[src/hdl/spq_pkg.sv]
// ----------------------------------------------------------------------------
// spq_pkg
// Shared types and codes for the sorted priority queue and its storage cells.
// ----------------------------------------------------------------------------
`default_nettype none

package spq_pkg;

  typedef enum logic {
    OP_INSERT = 1'b0,
    OP_REMOVE = 1'b1
  } op_e;

  typedef enum logic [1:0] {
    ST_INSERTED = 2'd0,
    ST_REMOVED  = 2'd1,
    ST_EMPTY    = 2'd2,
    ST_FULL     = 2'd3
  } status_e;

  typedef struct packed {
    logic signed [31:0] value;
    logic signed [15:0] key;
  } entry_t;

  typedef struct packed {
    logic   shift_in;
    logic   shift_out;
    entry_t item;
  } cell_ctrl_t;

endpackage

`default_nettype wire

[src/hdl/spq_cell.sv]
// ----------------------------------------------------------------------------
// spq_cell
// One storage slot of the sorted chain: compares its key with the incoming
// key and takes the new entry, its left neighbor, or its right neighbor.
// ----------------------------------------------------------------------------
`default_nettype none

module spq_cell (
  input  wire logic               clk_i,
  input  wire spq_pkg::cell_ctrl_t ctrl_i,
  input  wire logic               occ_i,
  input  wire logic               left_gt_i,
  input  wire spq_pkg::entry_t    left_entry_i,
  input  wire spq_pkg::entry_t    right_entry_i,
  output logic                    gt_o,
  output spq_pkg::entry_t         entry_o
);

  spq_pkg::entry_t entry_q;
  spq_pkg::entry_t entry_d;

  assign gt_o    = !occ_i || !($signed(entry_q.key) < $signed(ctrl_i.item.key));
  assign entry_o = entry_q;

  always_comb begin
    entry_d = entry_q;
    if (ctrl_i.shift_in) begin
      if (gt_o && left_gt_i) begin
        entry_d = left_entry_i;
      end else if (gt_o) begin
        entry_d = ctrl_i.item;
      end
    end else if (ctrl_i.shift_out) begin
      entry_d = right_entry_i;
    end
  end

  always_ff @(posedge clk_i) begin
    entry_q <= entry_d;
  end

endmodule

`default_nettype wire

[src/hdl/sorted_priority_queue.sv]
// ----------------------------------------------------------------------------
// sorted_priority_queue
// Bounded priority queue kept in ascending key order in a chain of cells.
// ----------------------------------------------------------------------------
// channel | direction | handshake              | beat
// in      | input     | in_valid_i / in_stall_o | opcode, item_value, item_priority
// out     | output    | out_valid_o / out_stall_i | out_value, out_priority,
//         |           |                        | status, occupancy
//
// One beat per cycle while not stalled: every cell compares its key with
// the incoming key in parallel, and the chain shifts one place in the same
// cycle. Each result reaches the output register in the cycle after its beat.
// Reset clears the entry count and the output valid; cell contents are kept.
// A stalled result holds the input side only while the output register is full.
// ----------------------------------------------------------------------------
`default_nettype none

module sorted_priority_queue #(
  parameter int CAPACITY = 16
) (
  input  wire logic               clk_i,
  input  wire logic               rst_ni,
  input  wire logic               in_valid_i,
  output logic                    in_stall_o,
  input  wire logic               opcode_i,
  input  wire logic signed [31:0] item_value_i,
  input  wire logic signed [15:0] item_priority_i,
  output logic                    out_valid_o,
  input  wire logic               out_stall_i,
  output logic signed [31:0]      out_value_o,
  output logic signed [15:0]      out_priority_o,
  output logic [1:0]              status_o,
  output logic [4:0]              occupancy_o
);

  localparam int CW = $clog2(CAPACITY + 1);

  logic [CW-1:0]        count_q, count_d;
  logic                 out_valid_q;
  logic signed [31:0]   out_value_q, out_value_d;
  logic signed [15:0]   out_priority_q, out_priority_d;
  spq_pkg::status_e     status_q, status_d;

  logic                 in_acc;
  logic                 full, empty;
  spq_pkg::cell_ctrl_t  ctrl;
  spq_pkg::entry_t      cell_entry [CAPACITY];
  logic                 cell_gt    [CAPACITY];

  assign in_stall_o = out_valid_q && out_stall_i;
  assign in_acc     = in_valid_i && !in_stall_o;
  assign full       = (count_q == CW'(CAPACITY));
  assign empty      = (count_q == '0);

  always_comb begin
    ctrl.item.value = item_value_i;
    ctrl.item.key   = item_priority_i;
    ctrl.shift_in   = in_acc && (spq_pkg::op_e'(opcode_i) == spq_pkg::OP_INSERT) && !full;
    ctrl.shift_out  = in_acc && (spq_pkg::op_e'(opcode_i) == spq_pkg::OP_REMOVE) && !empty;
  end

  for (genvar i = 0; i < CAPACITY; i++) begin : g_cell
    spq_pkg::entry_t left_entry;
    spq_pkg::entry_t right_entry;
    logic            left_gt;

    if (i == 0) begin : g_head
      assign left_entry = ctrl.item;
      assign left_gt    = 1'b0;
    end else begin : g_body
      assign left_entry = cell_entry[i-1];
      assign left_gt    = cell_gt[i-1];
    end

    if (i == CAPACITY - 1) begin : g_tail
      assign right_entry = cell_entry[i];
    end else begin : g_inner
      assign right_entry = cell_entry[i+1];
    end

    spq_cell u_cell (
      .clk_i         (clk_i),
      .ctrl_i        (ctrl),
      .occ_i         (count_q > CW'(i)),
      .left_gt_i     (left_gt),
      .left_entry_i  (left_entry),
      .right_entry_i (right_entry),
      .gt_o          (cell_gt[i]),
      .entry_o       (cell_entry[i])
    );
  end

  always_comb begin
    count_d        = count_q;
    out_value_d    = out_value_q;
    out_priority_d = out_priority_q;
    status_d       = status_q;
    if (in_acc) begin
      out_value_d    = '0;
      out_priority_d = '0;
      unique case (spq_pkg::op_e'(opcode_i))
        spq_pkg::OP_INSERT: begin
          if (full) begin
            status_d = spq_pkg::ST_FULL;
          end else begin
            status_d = spq_pkg::ST_INSERTED;
            count_d  = count_q + CW'(1);
          end
        end
        spq_pkg::OP_REMOVE: begin
          if (empty) begin
            status_d = spq_pkg::ST_EMPTY;
          end else begin
            status_d       = spq_pkg::ST_REMOVED;
            count_d        = count_q - CW'(1);
            out_value_d    = cell_entry[0].value;
            out_priority_d = cell_entry[0].key;
          end
        end
        default: status_d = status_q;
      endcase
    end
  end

  always_ff @(posedge clk_i or negedge rst_ni) begin
    if (!rst_ni) begin
      count_q     <= '0;
      out_valid_q <= 1'b0;
    end else begin
      count_q <= count_d;
      if (in_acc) begin
        out_valid_q <= 1'b1;
      end else if (!out_stall_i) begin
        out_valid_q <= 1'b0;
      end
    end
  end

  always_ff @(posedge clk_i) begin
    out_value_q    <= out_value_d;
    out_priority_q <= out_priority_d;
    status_q       <= status_d;
  end

  assign out_valid_o    = out_valid_q;
  assign out_value_o    = out_value_q;
  assign out_priority_o = out_priority_q;
  assign status_o       = status_q;

  logic [CW+4:0] count_d_wide;
  logic [4:0]    occupancy_q;

  assign count_d_wide = {5'd0, count_d};

  always_ff @(posedge clk_i) begin
    if (in_acc) begin
      occupancy_q <= count_d_wide[4:0];
    end
  end

  assign occupancy_o = occupancy_q;

endmodule

`default_nettype wire
[config.mk]
export PLATFORM = sky130hd
export DESIGN_NAME = sorted_priority_queue
export DESIGN_NICKNAME = d
export VERILOG_FILES = /design/src/hdl/spq_pkg.sv /design/src/hdl/spq_cell.sv /design/src/hdl/sorted_priority_queue.sv
export SDC_FILE = /design/constraint.sdc
export NUM_CORES = 2
export LEC_CHECK = 0
export BUFFER_PORTS_ARGS = -buffer_cell sky130_fd_sc_hd__buf_2
export CAP_MARGIN = 20
export CORE_MARGIN = 2
export CORE_UTILIZATION = 56
export CTS_CLUSTER_DIAMETER = 30
export DETAILED_ROUTE_END_ITERATION = 8
export PLACE_DENSITY = 0.76
export SKIP_LAST_GASP = 1
export SYNTH_ARGS = -nofsm -noshare
export SYNTH_HDL_FRONTEND = slang
export SYNTH_SLANG_ARGS = --single-unit
[constraint.sdc]
create_clock -name clk_i -period 7.75 [get_ports clk_i]
set_clock_uncertainty 0.2 [all_clocks]
set_input_delay 0.775 -clock clk_i [delete_from_list [all_inputs] [get_ports clk_i]]
set_output_delay 0.775 -clock clk_i [all_outputs]
set_load 0.01 [all_outputs]
==> flow_metrics.py <==
metrics = {
    "sta": {
        "fin_ws_ns": 2.71,
        "maxSlewHeadroom_pct": 26.3,
        "tightestPinTransition_ns": 1.11,
        "rsz0062_at_grt": "false",
        "hold_viol_final": 0,
        "max_freq_mhz": 198,
        "setup_viol": 0,
        "fin_crit_ns": 5.04,
        "maxSlewViolCount": 0,
        "fin_crit_sh_pct": 65.0,
        "holdWs_ns": 0.0587,
        "tns_ns": 0,
    },
    "global_routing": {
        "grt_pass1_vias": 35600,
        "antenna_found_initial": 3,
        "grt_remaining_overflow": 0,
        "grt_pass1_wl_mm": 202,
        "grt.total_usage_pct": 29.3,
        "grt_start_max_net_pins": 188,
    },
    "critical_path": {
        "reg2reg_from": "count_q[1]$_DFF_PN0_",
        "reg2reg_slack_ns": 2.86,
        "startpoint_type": "primary input",
        "crit_fanout": 66,
        "critPathLaunch": "item_priority_i[1]",
        "r2r-end": "g_cell[5].u_cell.entry_o[46]$_DFFE_PP_",
        "cp.required_ns": 7.99,
        "end_kind": "flop",
        "path_class": "primary input to flop",
        "worstPathArrival_ns": 5.28,
        "reg2regPathDepth": 7,
    },
    "clocking": {
        "clock_path_buffers": 3,
        "h-tree-depth": 4,
        "ctsHoldBuffers": 1,
        "clk_pin_slew_worst_paths_ns": 0.05,
        "post_cts_buffers": 0,
        "cts-resized-gates": 0,
        "clkLatencyLatePin_ns": 0.74,
        "clock_sinks": 829,
        "cts_buffers": 166,
        "root_buffer": "clkbuf_16",
        "cts_tree": "built",
    },
    "yosys": {
        "synthCells": 4292,
        "synthTopCellsByArea": "edfxtp_1 (53%), o211ai_1 (9.8%), nand4_1 (9.4%)",
        "yosys.cell_types.count": 58,
        "syn_area_per_cell_sq_um": 10.8,
        "yosysMostFrequentCell": "nand2_1",
        "async_flop_share_pct": 0.724,
        "synth_edf_count": 823,
        "synth-seq-cells": 829,
        "syn_area_sq_um": 46400,
        "yosys-top-cells-count": "nand2_1 (859), edfxtp_1 (823), nand4_1 (697)",
        "synth_top_area_cell": "edfxtp_1",
        "ys.warnings.count": 0,
        "syn-num-nets": 4590,
        "synth_ff_type": "edfxtp_1",
        "ys_seq_area_share_pct": 53.6,
        "synth_top_area_share_pct": 53.2,
    },
    "outcome": {
        "status": "completed",
    },
    "route": {
        "drt_iter0_markers": 5473,
        "drc_errors": 0,
        "ant_nets": 0,
        "dr.pass1.iters": 6,
        "routedWlPerCell_microns": 23.5,
        "viasPerCell": 6.93,
        "num_vias": 37500,
        "wl_mm": 128,
    },
    "power": {
        "power_mw": 17.3,
        "power.density_nw_per_um2": 327,
        "ir_worst_vdd_uv": 209,
        "p_leak_nw": 19.1,
    },
    "layout": {
        "fin_nets": 4502,
        "layout-drive-gt1-share_pct": 13.8,
        "postLayoutCoreUtil_pct": 64.5,
        "finalNonFillerCells": 5418,
        "syn_to_final_growth_pct": 14.1,
        "fin_area_sq_um": 53000,
        "nFillCells": 6024,
    },
    "die": {
        "fp.dieArea_sq_um": 85200,
        "start_util_pct": 56.5,
        "die_w_microns": 292,
        "io_pins": 110,
        "placeableCoreArea_sq_um": 82100,
        "rows": 105,
        "die_y_microns": 292,
    },
    "placed_design": {
        "dp.cells": 5103,
        "portBuffers": 109,
        "dp_hpwl_mm": 83.3,
        "place_congestion": 0.882,
        "placed_cell_area_sq_um": 47300,
        "preCtsSetupSlack_ns": 2.16,
    },
    "min_path": {
        "hold_class": "primary input to flop",
        "hold_start": "in_valid_i",
        "whs_path_depth": 2,
        "hold_end": "out_valid_o$_DFFE_PN0P_",
    },
    "job": {
        "drv_cap": 0,
    },
}
==> state kept, by name, summed over array words and instances, names as in the netlist <==
register and flops:
out_value_o 32, count_q 5, occupancy_o 5, g_cell.u_cell.entry_o 768, status_o 2, out_valid_o 1
out_priority_o 16
==> layout make-up <==
type / count / area (sq um) / share of cell area (%)
Antenna cell: 2 / 5.00 / 0.00945
Clock buffer: 184 / 4290 / 8.11
Clock inverter: 126 / 1380 / 2.60
Inverter: 34 / 128 / 0.241
Multi-Input combinational cell: 2986 / 19700 / 37.3
Sequential cell: 829 / 24900 / 46.9
Tap cell: 1070 / 1340 / 2.53
Timing Repair Buffer: 187 / 1210 / 2.29
==> layer usage <==
layer	GRT usage, %	up-vias	part of all wire, %
met4	9.57	2	2.4
li1	-	16800	-
met5	0	-	0.010
met1	44.0	18100	43
met2	42.5	2415	44
met3	5.87	213	11
==> worst max path at each step <==
stage,end,slack [ns],depth (start not counted)
6_report,g_cell[9].u_cell.entry_o[47]$_DFFE_PP_,2.71,10
5_1_grt,g_cell[9].u_cell.entry_o[19]$_DFFE_PP_,2.56,10
4_1_cts,g_cell[9].u_cell.entry_o[47]$_DFFE_PP_,2.90,10
3_5_place_dp,g_cell[9].u_cell.entry_o[47]$_DFFE_PP_,2.16,10
3_3_place_gp,g_cell[8].u_cell.entry_o[30]$_DFFE_PP_,2.21,11
2_1_floorplan,g_cell[15].u_cell.entry_o[0]$_DFFE_PP_,0.34,7
==> cells by family after synthesis <==
family | after synthesis | share of synthesized area (%)
compound gates | 901 | 14.8
xor+xnor | 1 | 0.0189
fa+ha+maj | 245 | 6.60
buf+inv | 477 | 4.47
flops | 829 | 53.6
mux | 59 | 1.48
simple gates | 1780 | 19.1
==> worst max-delay path, stage by stage <==
cell and delay, ns:
buf_2 0.11, inv_1 0.57, ha_1 0.36, a2111oi_0 0.81, nor4_1 0.21, nor4_1 0.35
or3_2 0.55, buf_4 0.61, and2_4 0.68, o211ai_1 0.18
==> power breakdown <==
part	internal [mW]	switching, mW	leakage [nW]	total, mW
sequential	5.70	0.332	7.83	6.03
clock	4.71	2.45	2.73	7.16
combinational	1.06	3.10	8.54	4.15
==> cells in the final DEF, fill, tap and decap left out, drive strengths merged, types with 7 or more instances in the layout <==
cell type / n
and3: 8
bufinv: 21
mux2: 51
ha: 245
a21oi: 83
a31oi: 7
a41oi: 7
nand4: 697
clkinv: 73
and2: 64
or3: 8
o21ai: 46
clkbuf: 184
o211ai: 678
clkinvlp: 21
nand2: 859
mux2i: 8
nand3: 26
buf: 185
nor2: 57
a2111oi: 12
nor4: 11
and4: 10
nand2b: 19
a21o: 21
edfxtp: 823
inv: 45
a211oi: 8
No activity file was read; power rests on OpenSTA's default activity.
